## src/hdl/lec_pkg.sv

```systemverilog
// Shared types and constants of the line ending converter.
// No dependencies; every other file of the block imports this package.
`timescale 1ns / 1ps
`default_nettype none
package lec_pkg;

	localparam int REG_UNITS  = 4;
	localparam int FIFO_DEPTH = 2;

	localparam logic [15:0] UNIT_NUL = 16'h0000;
	localparam logic [15:0] UNIT_LF  = 16'h000A;
	localparam logic [15:0] UNIT_CR  = 16'h000D;
	localparam logic [15:0] UNIT_LS  = 16'h2028;
	localparam logic [15:0] UNIT_PS  = 16'h2029;

	localparam logic [2:0] REG_EOL_LEN    = 3'd0;
	localparam logic [2:0] REG_EOL_UNIT_0 = 3'd1;
	localparam logic [2:0] REG_EOL_UNIT_1 = 3'd2;
	localparam logic [2:0] REG_EOL_UNIT_2 = 3'd3;
	localparam logic [2:0] REG_EOL_UNIT_3 = 3'd4;

	typedef struct packed {
		logic [15:0] code_unit;
		logic        end_of_text;
	} item_t;

	typedef struct packed {
		logic [15:0] out_unit;
		logic        has_unit;
		logic        text_done;
		logic [31:0] breaks_replaced;
	} result_t;

	typedef enum logic [1:0] {
		ACT_NONE  = 2'd0,
		ACT_PASS  = 2'd1,
		ACT_BREAK = 2'd2,
		ACT_END   = 2'd3
	} act_t;

	// flush: a held CR must be emitted as a break before the action
	typedef struct packed {
		logic        flush;
		act_t        act;
		logic [15:0] unit;
	} cmd_t;

	typedef struct packed {
		logic full;
		logic empty;
	} fifo_stat_t;

	typedef logic [REG_UNITS-1:0][15:0] eol_units_t;

endpackage
`default_nettype wire

```

## src/hdl/lec_front.sv

```systemverilog
// Front end: accepts code units, tracks a held CR, classifies each beat into a command.
// Depends on lec_pkg.
`timescale 1ns / 1ps
`default_nettype none
module lec_front (
	input  wire logic           clk,
	input  wire logic           arst_n,
	input  wire logic           push,
	input  wire lec_pkg::item_t item,
	input  wire logic           fifo_full,
	output lec_pkg::cmd_t       cmd,
	output logic                cmd_push
);
	import lec_pkg::*;

	logic cr_pending_q;
	logic cr_pending_d;
	logic is_end;

	assign cmd_push = push && !fifo_full;
	assign is_end   = item.end_of_text || (item.code_unit == UNIT_NUL);

	always_comb begin
		cmd.flush    = cr_pending_q;
		cmd.unit     = item.code_unit;
		cmd.act      = ACT_PASS;
		cr_pending_d = 1'b0;
		if (is_end) begin
			cmd.act = ACT_END;
		end else if (cr_pending_q && item.code_unit == UNIT_LF) begin
			// CR LF: the flushed CR stands for the whole pair
			cmd.act = ACT_NONE;
		end else if (item.code_unit == UNIT_CR) begin
			cmd.act      = ACT_NONE;
			cr_pending_d = 1'b1;
		end else if (item.code_unit == UNIT_LF || item.code_unit == UNIT_LS ||
				item.code_unit == UNIT_PS) begin
			cmd.act = ACT_BREAK;
		end
	end

	always_ff @(posedge clk or negedge arst_n) begin
		if (!arst_n) begin
			cr_pending_q <= 1'b0;
		end else if (cmd_push) begin
			cr_pending_q <= cr_pending_d;
		end
	end

endmodule
`default_nettype wire

```

## src/hdl/lec_cmd_fifo.sv

```systemverilog
// Short command queue between front and back end.
// Depends on lec_pkg (cmd_t, fifo_stat_t, FIFO_DEPTH).
`timescale 1ns / 1ps
`default_nettype none
module lec_cmd_fifo (
	input  wire logic          clk,
	input  wire logic          arst_n,
	input  wire logic          push,
	input  wire lec_pkg::cmd_t wr_cmd,
	input  wire logic          pop,
	output lec_pkg::cmd_t      head,
	output lec_pkg::fifo_stat_t stat
);
	import lec_pkg::*;

	localparam int PW = (FIFO_DEPTH > 1) ? $clog2(FIFO_DEPTH) : 1;
	localparam int CW = $clog2(FIFO_DEPTH + 1);

	cmd_t          mem_q [FIFO_DEPTH];
	logic [PW-1:0] wr_ptr_q;
	logic [PW-1:0] rd_ptr_q;
	logic [CW-1:0] count_q;
	logic          do_push;
	logic          do_pop;

	assign stat.full  = (count_q == CW'(FIFO_DEPTH));
	assign stat.empty = (count_q == '0);
	assign do_push    = push && !stat.full;
	assign do_pop     = pop && !stat.empty;
	assign head       = mem_q[rd_ptr_q];

	always_ff @(posedge clk) begin
		if (do_push) begin
			mem_q[wr_ptr_q] <= wr_cmd;
		end
	end

	always_ff @(posedge clk or negedge arst_n) begin
		if (!arst_n) begin
			wr_ptr_q <= '0;
			rd_ptr_q <= '0;
			count_q  <= '0;
		end else begin
			if (do_push) begin
				wr_ptr_q <= (wr_ptr_q == PW'(FIFO_DEPTH - 1)) ? '0 : wr_ptr_q + PW'(1);
			end
			if (do_pop) begin
				rd_ptr_q <= (rd_ptr_q == PW'(FIFO_DEPTH - 1)) ? '0 : rd_ptr_q + PW'(1);
			end
			case ({do_push, do_pop})
				2'b10:   count_q <= count_q + CW'(1);
				2'b01:   count_q <= count_q - CW'(1);
				default: count_q <= count_q;
			endcase
		end
	end

endmodule
`default_nettype wire

```

## src/hdl/lec_back.sv

```systemverilog
// Back end: executes commands, expands breaks into the replacement units,
// keeps the saturating break count and the output register. Depends on lec_pkg.
`timescale 1ns / 1ps
`default_nettype none
module lec_back (
	input  wire logic                clk,
	input  wire logic                arst_n,
	input  wire logic [2:0]          eol_len,
	input  wire lec_pkg::eol_units_t eol_units,
	input  wire lec_pkg::cmd_t       cmd,
	input  wire logic                cmd_valid,
	output logic                     cmd_take,
	output lec_pkg::result_t         result,
	output logic                     res_valid,
	input  wire logic                res_pop
);
	import lec_pkg::*;

	localparam int IW = $clog2(REG_UNITS);

	logic [IW-1:0] idx_q;
	logic          flush_done_q;
	logic [31:0]   count_q;
	logic          res_valid_q;
	result_t       result_q;

	logic    slot_free;
	logic    in_flush;
	act_t    cur_act;
	logic    load;
	logic    op_done;
	result_t res_d;

	assign slot_free = !res_valid_q || res_pop;
	assign in_flush  = cmd.flush && !flush_done_q;
	assign cur_act   = in_flush ? ACT_BREAK : cmd.act;
	assign cmd_take  = op_done && !in_flush;
	assign res_valid = res_valid_q;
	assign result    = result_q;

	always_comb begin
		load    = 1'b0;
		op_done = 1'b0;
		res_d   = '0;
		if (cmd_valid) begin
			case (cur_act)
				ACT_BREAK: begin
					if (eol_len == 3'd0) begin
						op_done = 1'b1;
					end else if (slot_free) begin
						load           = 1'b1;
						res_d.out_unit = eol_units[idx_q];
						res_d.has_unit = 1'b1;
						op_done        = ((3'({1'b0, idx_q}) + 3'd1) == eol_len);
					end
				end
				ACT_PASS: begin
					if (slot_free) begin
						load           = 1'b1;
						res_d.out_unit = cmd.unit;
						res_d.has_unit = 1'b1;
						op_done        = 1'b1;
					end
				end
				ACT_END: begin
					if (slot_free) begin
						load                  = 1'b1;
						res_d.text_done       = 1'b1;
						res_d.breaks_replaced = count_q;
						op_done               = 1'b1;
					end
				end
				default: begin
					op_done = 1'b1;
				end
			endcase
		end
	end

	always_ff @(posedge clk) begin
		if (load) begin
			result_q <= res_d;
		end
	end

	always_ff @(posedge clk or negedge arst_n) begin
		if (!arst_n) begin
			idx_q        <= '0;
			flush_done_q <= 1'b0;
			count_q      <= '0;
			res_valid_q  <= 1'b0;
		end else begin
			if (load) begin
				res_valid_q <= 1'b1;
			end else if (res_pop) begin
				res_valid_q <= 1'b0;
			end
			if (op_done) begin
				idx_q        <= '0;
				flush_done_q <= in_flush;
			end else if (load) begin
				idx_q <= idx_q + IW'(1);
			end
			if (op_done && cur_act == ACT_BREAK && count_q != '1) begin
				count_q <= count_q + 32'd1;
			end else if (op_done && cur_act == ACT_END) begin
				count_q <= '0;
			end
		end
	end

endmodule
`default_nettype wire

```

## src/hdl/line_ending_converter.sv

```systemverilog
// Line ending converter for UTF-16 text: top level with configuration registers.
// Depends on lec_pkg, lec_front, lec_cmd_fifo, lec_back.
//
// Each line break (CR LF, lone CR, LF, U+2028, U+2029) is replaced by up to
// min(eol_len, MAX_EOL, 4) configured units; other units pass unchanged. A
// CR is held until the next unit arrives. A zero unit or end_of_text flushes
// a held CR and yields an end marker with the saturating break count, which
// then restarts at zero. The front end takes one unit per cycle into a
// two-entry command queue while it is not full; the back end drives the
// result register with one result beat per cycle while the held beat is
// popped or the register is empty. A plain unit yields one beat, a break
// its configured units (none for a zero length), a unit after a held CR
// the break and then its own beat. Configuration writes are always accepted.
`timescale 1ns / 1ps
`default_nettype none
module line_ending_converter #(
	parameter int MAX_EOL = 4
) (
	input  wire logic             clk,
	input  wire logic             arst_n,
	input  wire logic             push,
	output logic                  full,
	input  wire lec_pkg::item_t   item,
	output logic                  empty,
	input  wire logic             pop,
	output lec_pkg::result_t      result,
	input  wire logic             cfg_valid,
	output logic                  cfg_ready,
	input  wire logic [2:0]       cfg_index,
	input  wire logic [15:0]      cfg_data
);
	import lec_pkg::*;

	localparam int LEN_LIMIT = (MAX_EOL < REG_UNITS) ? MAX_EOL : REG_UNITS;

	logic [2:0] eol_len_q;
	eol_units_t eol_units_q;
	logic [2:0] eff_len;

	cmd_t       front_cmd;
	logic       front_push;
	cmd_t       head_cmd;
	fifo_stat_t fifo_stat;
	logic       cmd_take;
	logic       res_valid;

	assign cfg_ready = 1'b1;
	assign full      = fifo_stat.full;
	assign empty     = !res_valid;
	assign eff_len   = (eol_len_q > 3'(LEN_LIMIT)) ? 3'(LEN_LIMIT) : eol_len_q;

	always_ff @(posedge clk or negedge arst_n) begin
		if (!arst_n) begin
			eol_len_q   <= 3'd1;
			eol_units_q <= {{(REG_UNITS-1){16'h0000}}, UNIT_LF};
		end else if (cfg_valid && cfg_ready) begin
			case (cfg_index)
				REG_EOL_LEN:    eol_len_q      <= cfg_data[2:0];
				REG_EOL_UNIT_0: eol_units_q[0] <= cfg_data;
				REG_EOL_UNIT_1: eol_units_q[1] <= cfg_data;
				REG_EOL_UNIT_2: eol_units_q[2] <= cfg_data;
				REG_EOL_UNIT_3: eol_units_q[3] <= cfg_data;
				default: ;
			endcase
		end
	end

	lec_front u_front (
		.clk       (clk),
		.arst_n    (arst_n),
		.push      (push),
		.item      (item),
		.fifo_full (fifo_stat.full),
		.cmd       (front_cmd),
		.cmd_push  (front_push)
	);

	lec_cmd_fifo u_fifo (
		.clk    (clk),
		.arst_n (arst_n),
		.push   (front_push),
		.wr_cmd (front_cmd),
		.pop    (cmd_take),
		.head   (head_cmd),
		.stat   (fifo_stat)
	);

	lec_back u_back (
		.clk       (clk),
		.arst_n    (arst_n),
		.eol_len   (eff_len),
		.eol_units (eol_units_q),
		.cmd       (head_cmd),
		.cmd_valid (!fifo_stat.empty),
		.cmd_take  (cmd_take),
		.result    (result),
		.res_valid (res_valid),
		.res_pop   (pop)
	);

	// a result beat is either a unit or an end marker, never both
	a_result_shape: assert property (@(posedge clk) disable iff (!arst_n)
		!empty |-> (result.text_done ? (!result.has_unit && result.out_unit == 16'd0)
			: (result.has_unit && result.breaks_replaced == 32'd0)))
		else $error("malformed result beat");

	// the back end only produces beats from queued commands
	a_no_spurious: assert property (@(posedge clk) disable iff (!arst_n)
		(empty && fifo_stat.empty) |=> empty)
		else $error("result appeared without a queued command");

	// the back end never takes a command from an empty queue
	a_take_nonempty: assert property (@(posedge clk) disable iff (!arst_n)
		cmd_take |-> !fifo_stat.empty)
		else $error("command taken from empty queue");

	// a stalled result beat is not overwritten
	a_hold_result: assert property (@(posedge clk) disable iff (!arst_n)
		(!empty && !pop) |=> (!empty && $stable(result)))
		else $error("stalled result changed");

endmodule
`default_nettype wire
```

## config.mk

```make
export PLATFORM = sky130hd
export DESIGN_NAME = line_ending_converter
export DESIGN_NICKNAME = d
export VERILOG_FILES = /design/src/hdl/lec_pkg.sv /design/src/hdl/lec_front.sv /design/src/hdl/lec_cmd_fifo.sv /design/src/hdl/lec_back.sv /design/src/hdl/line_ending_converter.sv
export SDC_FILE = /design/constraint.sdc
export NUM_CORES = 1
export LEC_CHECK = 0
export ABC_CLOCK_PERIOD_IN_PS = 6000
export BUFFER_PORTS_ARGS = -buffer_cell sky130_fd_sc_hd__clkbuf_2
export CAP_MARGIN = 40
export CORE_MARGIN = 10
export CORE_UTILIZATION = 53
export CTS_CLUSTER_DIAMETER = 200
export CTS_CLUSTER_SIZE = 16
export DETAILED_ROUTE_END_ITERATION = 12
export PLACE_DENSITY_LB_ADDON = 0.15
export SLEW_MARGIN = 20
export SYNTH_ARGS = -nofsm -noshare
export SYNTH_HDL_FRONTEND = slang
export SYNTH_SLANG_ARGS = --single-unit
```

## constraint.sdc

```tcl
create_clock -name clk -period 6 [get_ports clk]
set_clock_uncertainty 0.05 [all_clocks]
set_input_delay 1.5 -clock clk [delete_from_list [all_inputs] [get_ports clk]]
set_output_delay 1.5 -clock clk [all_outputs]
set_load 0.05 [all_outputs]
```

### Word level (Yosys, flattened, before mapping)

Memories as Yosys holds them, arrays and structs flattened.
Cells that the tools add are included.

* eq/ne operators: 16
* add/subtract/negate cells: 7
* reduce and logical (&&, ||, !) cells: 34
* muxes and demuxes: 35
* bitwise gates (word level): 2
* magnitude comparators: 2

Operators by type and width (number)
* two-way mux 32 bit: 2
* two-way mux 17 bit: 3
* one-hot mux 17 bit (2 select lines): 1
* two-way mux 33 bit: 1
* adder 32 x 1 -> 32 bit, second input constant: 1
* binary-select mux 16 bit (select 2 bit): 1
* equality test 16 x 14 -> 1 bit, second input constant: 2
* equality test 16 x 4 -> 1 bit, second input constant: 2
* inequality test 32 bit, second input constant: 1
* logical NOT 16 bit: 1
* two-way mux 16 bit: 1
* two-way mux 1 bit: 15
* two-way mux 2 bit: 7
* AND reduction 2 bit: 5
* logical AND 1 bit: 9
* equality test 2 bit, second input constant: 4
* nonzero test 2 bit: 4
* equality test 3 x 2 -> 1 bit, second input constant: 2
* logical NOT 3 bit: 2
* logical NOT 1 bit: 5
* adder 2 x 1 -> 2 bit, second input constant: 2
* equality test 2 x 1 -> 1 bit, second input constant: 2
* logical OR 1 bit: 4
* one-hot mux 1 bit (2 select lines): 2
* other kinds (14): 17

* memories: 1
* RAM bits: 38
* bits in registers: 158
* bits of input ports: 41
* output and inout port bits: 53
* word-level logic and storage cells: 114

Memory list
* u_fifo.mem_q: words 2, width 19, read ports 1, clocked after Yosys merged registers in 0, wr ports 1, line lec_cmd_fifo.sv:19 `cmd_t mem_q [FIFO_DEPTH];`

### Logic depth before layout (Yosys ltp)

Gate-level depths: netlist of the first run.

* depth after elaboration: 11
* mapped depth: 15
* gate-level depth less buffers: 13

### By module

A second synthesis of the first run with hierarchy kept.

* cells, all modules: 684
* area, all modules: 9439.1 µm²

Modules (own cells, without submodules)
* lec_back: area each 4838.4 µm², instances 1, cells an instance 415, sequential area each 2402.3 µm²
* line_ending_converter: area each 2740.1 µm², instances 1, cells an instance 153, sequential area each 1680.4 µm²
* lec_cmd_fifo: area each 1561.5 µm², instances 1, cells an instance 77, sequential area each 1241.2 µm²
* lec_front: area each 299.0 µm², instances 1, cells an instance 39, sequential area each 25.0 µm²

### Least setup slack after synthesis of the first run

OpenSTA, ideal clock, no wires.

* path type: in2reg
* start point: in pop
* end point: reg u_back.idx_q[1]
* path buffers: 1
* setup slack: -0.274 ns
* data arrival time: 6.101 ns
* library setup time: 0.123 ns
* required time: 5.827 ns
* cell stages on the path: 7
* cell sequence: nand2b_1 > and3_1 > buf_2 > a21oi_1 > nor3_1 > mux2i_1 > nor2_1

* longest elaborated chain between the ends: 6
* elaborated cells on any way between the ends: 11
* those cells by class: mux: 9; reduce/logical: 2

RTL lines
* from (decl): line line_ending_converter.sv:25 `input wire logic pop,`
* logical OR 1 bit *: line lec_back.sv:34 `assign slot_free = !res_valid_q || res_pop;`
* two-way mux 1 bit *: line lec_back.sv:50, lec_back.sv:58, lec_back.sv:66
* two-way mux 1 bit: line lec_back.sv:48 `if (eol_len == 3'd0) begin`
* one-hot mux 1 bit (2 select lines) *: line lec_back.sv:46 `case (cur_act)`
* two-way mux 1 bit *: line lec_back.sv:45 `if (cmd_valid) begin`
* via u_back.load: line lec_back.sv:30 `logic load;`
* nonzero test 2 bit (no line) *
* to (signal assigned): line lec_back.sv:102 `idx_q <= idx_q + IW'(1);`
* to (decl): line lec_back.sv:21 `logic [IW-1:0] idx_q;`

Mark *: on every way through the listed nets, which the timed path passes. The rest lies on a longest branch.
A chain may end at the register's enable or synchronous reset.

### Final worst setup path of the first run

* start point: reg u_fifo.rd_ptr_q
* end point: reg u_back.result_q, in the netlist u_back.result[13] (enable)

* longest elaborated chain between the ends: 7
* elaborated cells on any way between the ends: 9
* those cells by class: eq/ne: 3; mux: 3; reduce/logical: 2; memory: 1

RTL lines
* from (decl): line lec_cmd_fifo.sv:21 `logic [PW-1:0] rd_ptr_q;`
* from (signal assigned): line lec_cmd_fifo.sv:48 `rd_ptr_q <= (rd_ptr_q == PW'(FIFO_DEPTH - 1)) ? '0 : rd_ptr_q + PW'(1);`
* memory read (2 x 19 bit) *
* logical AND 1 bit: line lec_back.sv:35 `assign in_flush = cmd.flush && !flush_done_q;`
* two-way mux 2 bit *: line lec_back.sv:36 `assign cur_act = in_flush ? ACT_BREAK : cmd.act;`
* equality test 2 x 1 -> 1 bit or equality test 2 bit (tied branches): line lec_back.sv:46
* OR reduction 2 bit (no line)
* one-hot mux 1 bit (2 select lines) *: line lec_back.sv:46
* two-way mux 1 bit *: line lec_back.sv:45
* via u_back.load: line lec_back.sv:30
* to (signal assigned): line lec_back.sv:82 `result_q <= res_d;`
* to (decl): line lec_back.sv:25 `result_t result_q;`

Marks and branches as above.

==> results of run 1 <==
[metal layers]
layer	track usage, %	vias to the layer above	wire length, um	share of wire [%]
li1	-	2665	-	-
met1	20.7	2882	7710	40
met2	30.5	162	10100	53
met3	4.07	30	1010	5.3
met4	5.64	0	286	1.5
met5	0	-	0	0
[metrics by stage]
| step | cells | cell area, um^2 | hold WS [ns] |
|---|---|---|---|
| after floorplan | 654 | 8870 | 0.400 |
| after global placement | 939 | 9540 | 0.432 |
| after detailed placement | 944 | 9640 | 0.437 |
| after CTS | 976 | 10200 | 0.454 |
| after global routing | 980 | 10300 | 0.462 |
| final | 980 | 10300 | 0.450 |
[Yosys cell counts, drive strengths merged, types with 16 or more instances]
| cell type | instances | area, um^2 |
|---|---|---|
| and2 | 42 | 263 |
| o21ai | 18 | 90.1 |
| a22oi | 16 | 120 |
| nand2 | 27 | 101 |
| mux4 | 16 | 360 |
| clkbuf | 17 | 65.1 |
| dfrtp | 105 | 2630 |
| nor2 | 45 | 169 |
| mux2 | 84 | 946 |
| o31ai | 31 | 233 |
| edfxtp | 88 | 2640 |
| buf | 19 | 115 |
[cell families (layout without fill, tap and decap cells)]
family | Yosys count | in the layout | synth area share [%]
AOI/OAI and AO/OA | 111 | 111 | 9.16
muxes | 102 | 102 | 15.0
buffers and inverters | 45 | 151 | 2.41
DFF | 196 | 196 | 60.4
xor gates and xnor gates | 7 | 7 | 0.692
adders and majority gates | 7 | 7 | 0.988
other | 1 | 1 | 0.0423
and+or+nand+nor | 185 | 185 | 11.4
[flip-flops by register name (all words and copies together) (netlist names)]
name and count:
u_back.res_valid 1, u_back.result 50, u_front.cr_pending_q 1, u_fifo.wr_ptr_q 1
u_back.flush_done_q 1, u_back.idx_q 2, eol_units_q 64, u_back.count_q 32
u_fifo.rd_ptr_q 1, u_fifo.count_q 2, eol_len_q 3, u_fifo.mem_q 38
[worst reg2reg max path, delay by kind of cell, from the launching register on]
kind	cells	cell delay, ns
AO/OA/AOI/OAI	2	0.33
adder cells (fa/ha/maj)	1	0.37
buffers and inverters	4	0.97
flip-flops	1	0.60
AND/OR/NAND/NOR	2	0.88
[worst min-delay path by stage]
stage,end,slack [ns],cells past startpoint
2_1_floorplan,u_back.count_q[19],0.40,1
3_3_place_gp,u_back.count_q[13],0.43,1
3_5_place_dp,eol_units_q[45],0.44,1
4_1_cts,eol_units_q[45],0.45,1
5_1_grt,eol_units_q[45],0.46,1
6_report,eol_units_q[45],0.45,1
[layout make-up]
cell class,instances,share of cell area [%]
flip-flops and latches,196,52.1
repair buffers,110,6.54
well taps,220,2.68
multi-input cells,413,32.7
inverters,9,0.329
clock buffers,17,4.14
clock inverters,15,1.57
[power groups by stage]
| stage | registers, mW | clock network [mW] | logic (mW) |
|---|---|---|---|
| after global routing | 2.09 | 1.20 | 2.41 |
| final | 2.05 | 1.12 | 2.24 |
| after detailed placement | 2.10 | 0 | 2.21 |
| after global placement | 2.08 | 0 | 2.11 |
| after floorplan | 2.63 | 0 | 1.10 |
| after CTS | 2.07 | 1.14 | 2.22 |
==> qor.yml, run 1 <==
status: "finished, final reports clean"
routed-via-count: 5739
worst_pin_slew_ns: 0.786
die_h_um: 149
die_w_um: 149
path_depth: 9
finalMaxSlewViolations: 0
hp-class: "reg -> reg"
endpoint: "u_back.result[13]"
grt_antenna_before_repair: 0
netSwitchingFraction_pct: 41.7
synth.avg_cell_area_um2: 13.5
rsz0062_at_grt: "false"
netlist_instances: 654
cts_buffers: 17
grt_max_degree: 51
power.density_nw_per_um2: 527
cpPeakStageDelay_ns: 0.60
worstPathArrival_ns: 3.62
fillers: 1286
routed_wl_um: 19100
setup_ws_ns: 2.42
viasPerCell: 5.86
min_from: "eol_units_q[45]"
yosysSeqAreaShare_pct: 60.4
period_share_pct: 59.7
post_cts.repair.setup_buffers: 0
synth_area_um2: 8860
route.detailed.drc: 0
layout_commonest_cell: "dfrtp_1"
portBuffers: 92
mostFrequentLayoutCells: "105 x dfrtp_1, 91 x clkbuf_2, 88 x edfxtp_1"
yosys_warnings: 0
synth-edff-count: 88
globalplace.congestion: 0.835
grt_pass1_vias: 5936
cts_sinks: 196
start_kind: "register"
rr_worst_depth: 9
core-area_um2: 16500
num_antenna_cells: 0
die_area_um2: 22300
p_comb_share_pct: 41.4
io_pins: 94
avgRoutedWirePerCell_um: 19.5
clk_root_buffer_cell: "clkbuf_16"
post-route-min-period_ns: 3.58
drtIter0Drc: 477
preCtsSetupSlack_ns: 1.83
grt_pass1_wl_um: 30800
postLayoutCoreUtil_pct: 62.4
p_sw_mw: 2.26
max_slew_margin_pct: 46.8
ctsLongestPathBuffers: 2
yosys_most_used_dff: "dfrtp_1"
ff2ff_setup_slack_ns: 2.42
p_clk_share_pct: 20.7
cts_tree: "built"
worstPathMaxFanout: 35
path_cells: "buf_6 > o32ai_2 > inv_1 > ha_1 > and3_1 > a21oi_1 > nor3_4 > buf_8 > buf_4"
path_buf_inv: 4
r2r-end: "u_back.result[13]"
multi_input_area_um2: 3360
cts_resized: 0
p_int_mw: 3.16
cp_top_family: "buffers and inverters"
place_hpwl_um: 13400
vdd.ir_drop.worst_uv: 438
critPathKind: "reg -> reg"
hold_violations: 0
crit_required_ns: 6.03
max_cap_violations: 0
power.total_mw: 5.41
async_reset_ff_share_pct: 55.1
ys_ff_latch: 196
finalSetupViolCount: 0
nets: 795
ys_types: 61
cpMaxStageDelayCell: "dfrtp_1"
insertion_delay_ns: 0.44
synth_fp_nets: 702
seqCellArea_um2: 5350
timing.critical_path.from: "u_fifo.rd_ptr_q"
rows: 47
p_leak_nw: 4.14
start_util_pct: 53.8
htreeDepth: 4
syn_to_final_growth_pct: 15.9
pwr-share-seq_pct: 37.8
ant_nets: 0
grt_overflow_total: 0
cp-end-kind: "register"
reg2reg_from: "u_fifo.rd_ptr_q"
grtUsageTotal_pct: 17.4
hold_buffers: 0
clkTransAtPathRegs_ns: 0.07
drive_above_1_share_pct: 33.9
fmax_mhz: 279
first_pass_iters: 5
tns_ns: 0
Power figures use the tool's default switching activity.
==> run 2: changes to the inputs <==
- ABC_CLOCK_PERIOD_IN_PS: 6000 -> 3500
- CORE_UTILIZATION: 53 -> 59
- clock period: 6 -> 3.5 ns (I/O delays scaled with it)
==> run 2 against run 1 <==
- largest cell class unchanged
- combinational power increased by 72%
- global-route usage up 1.8 points
- register-to-register slack got worse by 1.9 ns
- wire length increased by 0.13%
==> qor.yml, run 2 (same netlist as run 1, synthesis figures left out) <==
finalSetupViolCount: 0  # unchanged
syn_to_final_growth_pct: 14.5
vdd.ir_drop.worst_uv: 670  # +53%
worst_pin_slew_ns: 0.730  # -0.0563 ns
hold_buffers: 0  # unchanged
path_cells: "o32ai_2 > inv_1 > ha_1 > a221oi_1 > a21o_1 > nor2_1 > ha_1 > nor2_1 > xnor2_1"
ant_nets: 0  # unchanged
insertion_delay_ns: 0.43  # about the same
rr_worst_depth: 9  # unchanged
max_cap_violations: 0  # unchanged
max_slew_margin_pct: 51.3  # +4.5 points
ff2ff_setup_slack_ns: 0.50  # -1.91 ns
rows: 44  # -6.4%
cts_tree: "built"
nets: 798  # +0.38%
globalplace.congestion: 0.884  # +5.9%
grtUsageTotal_pct: 19.3  # +1.8 points
largest_register_ffs: 64  # unchanged
crit_required_ns: 3.81  # -2.22 ns
worstPathArrival_ns: 3.31  # -0.31 ns
layout_commonest_cell: "dfrtp_1"
r2r-end: "u_fifo.count_q[1]"
die_w_um: 143  # -4.5%
cpPeakStageDelay_ns: 0.47  # -0.13 ns
cts_resized: 0  # unchanged
routed_wl_um: 19200  # +0.13%
mostFrequentLayoutCells: "105 x dfrtp_1, 92 x clkbuf_2, 88 x edfxtp_1"
regMostFlops: "eol_units_q"
power.density_nw_per_um2: 904  # +72%
cpMaxStageDelayCell: "dfrtp_1"
io_pins: 94  # unchanged
num_antenna_cells: 0  # unchanged
start_util_pct: 60.5  # +6.7 points
clkTransAtPathRegs_ns: 0.07  # about the same
grt_pass1_wl_um: 30700  # -0.25%
htreeDepth: 4  # unchanged
period_share_pct: 85.7  # +26 points
seqCellArea_um2: 5350  # unchanged
first_pass_iters: 5  # unchanged
core-area_um2: 14600  # -11%
tns_ns: 0  # unchanged
finalMaxSlewViolations: 0  # unchanged
grt_pass1_vias: 6028  # +1.5%
die_h_um: 143  # -4.5%
portBuffers: 92  # unchanged
die_area_um2: 20300  # -8.8%
fillers: 1000  # -22%
status: "finished, final reports clean"
multi_input_area_um2: 3350  # -0.19%
place_hpwl_um: 13100  # -2.4%
reg2reg_from: "u_fifo.rd_ptr_q"
avgRoutedWirePerCell_um: 20.2  # +3.6%
cts_sinks: 196  # unchanged
cp-end-kind: "register"
start_kind: "register"
grt_max_degree: 55  # +7.8%
p_leak_nw: 4.13  # -0.20%
grt_antenna_before_repair: 0  # unchanged
route.detailed.drc: 0  # unchanged
hold_violations: 0  # unchanged
whs_ns: 0.437  # -0.0130 ns
routed-via-count: 5818  # +1.4%
viasPerCell: 6.14  # +4.9%
rsz0062_at_grt: "false"
grt_overflow_total: 0  # unchanged
cts_buffers: 17  # unchanged
drtIter0Drc: 556  # +17%
hp-class: "in -> async"
post-route-min-period_ns: 3.00  # -0.586 ns
drive_above_1_share_pct: 33.7  # -0.26 points
critPathKind: "reg -> reg"
ctsLongestPathBuffers: 2  # unchanged
clk_root_buffer_cell: "clkbuf_16"
fmax_mhz: 334  # +20%
post_cts.repair.setup_buffers: 0  # unchanged
worstPathMaxFanout: 13  # -63%
## run 2: changes by cell type in the layout (fill, tap and decap cells not counted), moves of 3 or more
cell        before  now
clkinvlp_4       3    0
buf_4           11   22
buf_6            3    0
inv_6            6    2
clkbuf_1         0    4
buf_8            3    0
clkinv_2         0    3
## run 2: worst max-delay path, delay by kind of cell, from the launching register on
kind	cells	cell delay (ns)
AOI/OAI and AO/OA	3	1.20
and+or+nand+nor	2	0.27
buffers and inverters	1	0.12
adders and majority gates	2	0.68
DFF	1	0.47
xor gates and xnor gates	1	0.12
## run 2: through the flow
step	instance area [um^2]	worst slack [ns]	power (mW)	utilization [%]	instances
finish	10100	0.502	9.18	69.3	947
global route	10100	0.238	9.63	69.3	947
CTS	10100	0.508	9.24	69.3	947
detailed placement	9580	0.504	7.37	65.4	915
global placement	9580	0.642	7.27	65.4	915
floorplan	8870	0.0736	6.40	-	654
## run 2: where the power goes
part           switching (mW)  total, mW  internal [mW]
Clock                   0.816       1.85           1.04
Combinational            2.72       3.85           1.13
Sequential              0.265       3.47           3.21
Total                    3.80       9.18           5.38
## run 2: worst max-delay path by stage
| stage | startpoint | endpoint | slack (ns) | cells after the start |
|---|---|---|---|---|
| floorplan | u_back.flush_done_q | u_back.idx_q[1] | 0.07 | 12 |
| global placement | u_fifo.mem_q[0][18] | u_fifo.count_q[1] | 0.64 | 11 |
| detailed placement | u_fifo.mem_q[0][18] | u_fifo.count_q[1] | 0.50 | 10 |
| CTS | u_fifo.mem_q[0][18] | u_fifo.count_q[1] | 0.51 | 10 |
| global route | u_fifo.rd_ptr_q | u_fifo.count_q[1] | 0.24 | 9 |
| finish | u_fifo.rd_ptr_q | u_fifo.count_q[1] | 0.50 | 9 |
## run 2: per-layer routing
layer,up-vias,GRT usage [%],share of wire (%)
li1,2671,-,-
met3,34,4.64,5.5
met5,-,0,0
met1,2903,21.8,39
met4,0,8.31,2.5
met2,210,34.0,54
## run 2: layout make-up
| class | count | share of cell area (%) |
|---|---|---|
| flip-flops and latches | 196 | 52.7 |
| multi-input cells | 413 | 33.0 |
| repair buffers | 113 | 6.12 |
| clock buffers | 26 | 5.16 |
| well taps | 184 | 2.27 |
| clock inverters | 6 | 0.382 |
| inverters | 9 | 0.333 |
==> run 3: changes to the inputs <==
- RECOVER_POWER: not set -> 25
==> run 3 against run 2 <==
- sequential share of layout area increased by 0.16 points
- worst setup slack about the same
- total power about the same
- critical endpoint unchanged
- largest power group unchanged
==> qor.yml, run 3 (same netlist as run 1, synthesis figures left out) <==
status: "finished, final reports clean"
place_hpwl_um: 13100  # unchanged
ctsLongestPathBuffers: 2  # unchanged
power.density_nw_per_um2: 907  # +0.25%
p_leak_nw: 4.08  # -1.3%
avgRoutedWirePerCell_um: 20.3  # +0.25%
finalMaxSlewViolations: 0  # unchanged
cpPeakStageDelay_ns: 0.47  # about the same
regMostFlops: "eol_units_q"
worst_pin_slew_ns: 1.39  # +0.661 ns
cts_resized: 0  # unchanged
clkTransAtPathRegs_ns: 0.07  # about the same
num_antenna_cells: 0  # unchanged
critPathKind: "reg -> reg"
core-area_um2: 14600  # unchanged
post_cts.repair.setup_buffers: 0  # unchanged
portBuffers: 92  # unchanged
largest_register_ffs: 64  # unchanged
fillers: 1006  # +0.60%
hp-class: "reg -> reg"
grt_overflow_total: 0  # unchanged
period_share_pct: 85.7  # about the same
die_w_um: 143  # unchanged
path_cells: "o32ai_2 > inv_1 > ha_1 > a221oi_1 > a21o_1 > nor2_1 > ha_1 > nor2_1 > xnor2_1"
worstPathMaxFanout: 13  # unchanged
cts_sinks: 196  # unchanged
die_area_um2: 20300  # unchanged
first_pass_iters: 5  # unchanged
viasPerCell: 6.15  # +0.10%
drive_above_1_share_pct: 31.3  # -2.4 points
routed_wl_um: 19200  # +0.25%
ant_nets: 0  # unchanged
clk_root_buffer_cell: "clkbuf_16"
setup_ws_ns: 0.502  # +0.0000750 ns
start_util_pct: 60.5  # unchanged
globalplace.congestion: 0.884  # unchanged
hold_buffers: 0  # unchanged
drtIter0Drc: 611  # +9.9%
grtUsageTotal_pct: 19.3  # unchanged
worstPathArrival_ns: 3.31  # about the same
p_int_mw: 5.37  # about the same
cts_buffers: 17  # unchanged
syn_to_final_growth_pct: 14.1
die_h_um: 143  # unchanged
cp-end-kind: "register"
cts_tree: "built"
rsz0062_at_grt: "false"
mostFrequentLayoutCells: "105 x dfrtp_1, 88 x edfxtp_1, 84 x mux2_2"
cpMaxStageDelayCell: "dfrtp_1"
netSwitchingFraction_pct: 41.4  # about the same
io_pins: 94  # unchanged
hold_violations: 0  # unchanged
crit_required_ns: 3.81  # about the same
p_clk_share_pct: 20.2  # about the same
pwr-share-seq_pct: 37.9  # about the same
post-route-min-period_ns: 3.00  # -0.0000750 ns
p_comb_share_pct: 41.9  # about the same
p_sw_mw: 3.80  # about the same
htreeDepth: 4  # unchanged
grt_antenna_before_repair: 0  # unchanged
insertion_delay_ns: 0.43  # about the same
vdd.ir_drop.worst_uv: 671  # about the same
route.detailed.drc: 0  # unchanged
max_slew_margin_pct: 7.30  # -44 points
start_kind: "register"
grt_pass1_wl_um: 30700  # unchanged
grt_pass1_vias: 6028  # unchanged
grt_max_degree: 55  # unchanged
fmax_mhz: 334  # about the same
routed-via-count: 5824  # +0.10%
whs_ns: 0.450  # +0.0129 ns
rows: 44  # unchanged
finalSetupViolCount: 0  # unchanged
nets: 798  # unchanged
tns_ns: 0  # unchanged
max_cap_violations: 0  # unchanged
layout_commonest_cell: "dfrtp_1"
preCtsSetupSlack_ns: 0.504  # unchanged
## run 3: cell types whose count changed in the layout (fill, tap and decap cells not counted), sizes merged
cell,delta
buf,-3
clkbuf,+3
## run 3: cell type report
type	count	area (um^2)	share of cell area, %
Clock buffer	26	523	5.17
Clock inverter	6	38.8	0.383
Inverter	9	33.8	0.334
Multi-Input combinational cell	413	3350	33.1
Sequential cell	196	5350	52.9
Tap cell	184	230	2.28
Timing Repair Buffer	113	591	5.84
## run 3: worst paths after layout
check	startpoint	end	slack (ns)	cells after the start
hold reg to reg	u_back.count_q[19]	u_back.count_q[19]	0.45	1
min in group asynchronous	arst_n	eol_units_q[43]	0.70	1
setup reg to reg	u_fifo.rd_ptr_q	u_fifo.count_q[1]	0.50	9
setup / recovery	u_fifo.rd_ptr_q	u_fifo.count_q[1]	0.50	9
max in group asynchronous	arst_n	u_back.count_q[22]	1.09	2
hold / removal	u_back.count_q[19]	u_back.count_q[19]	0.45	1
## run 3: power groups by stage
stage / logic [mW] / clock network [mW] / registers (mW)
global route: 4.11 / 1.97 / 3.55
detailed placement: 3.86 / 0 / 3.51
floorplan: 1.90 / 0 / 4.50
global placement: 3.79 / 0 / 3.48
CTS: 3.88 / 1.88 / 3.48
finish: 3.84 / 1.85 / 3.47
## run 3: metrics by stage
stage | instances | instance area, um^2 | utilization (%) | total power [mW]
after floorplan | 654 | 8870 | - | 6.40
after global placement | 915 | 9580 | 65.4 | 7.27
after detailed placement | 915 | 9580 | 65.4 | 7.37
after CTS | 947 | 10100 | 69.3 | 9.24
after global routing | 947 | 10100 | 69.1 | 9.62
final | 947 | 10100 | 69.1 | 9.17
## run 3: worst max-delay path, delay by kind of cell, from the launching register on
kind | cells | cell delay [ns]
and+or+nand+nor | 2 | 0.27
adders and majority gates | 2 | 0.68
buffers and inverters | 1 | 0.12
AOI/OAI and AO/OA | 3 | 1.20
DFF | 1 | 0.47
xor gates and xnor gates | 1 | 0.12
## run 3: per-layer routing
layer	global-route usage, %	up-vias	share of wire [%]
met5	0	-	0
met4	8.31	0	2.5
met3	4.64	32	5.7
met2	34.0	218	53
met1	21.8	2907	39
li1	-	2667	-
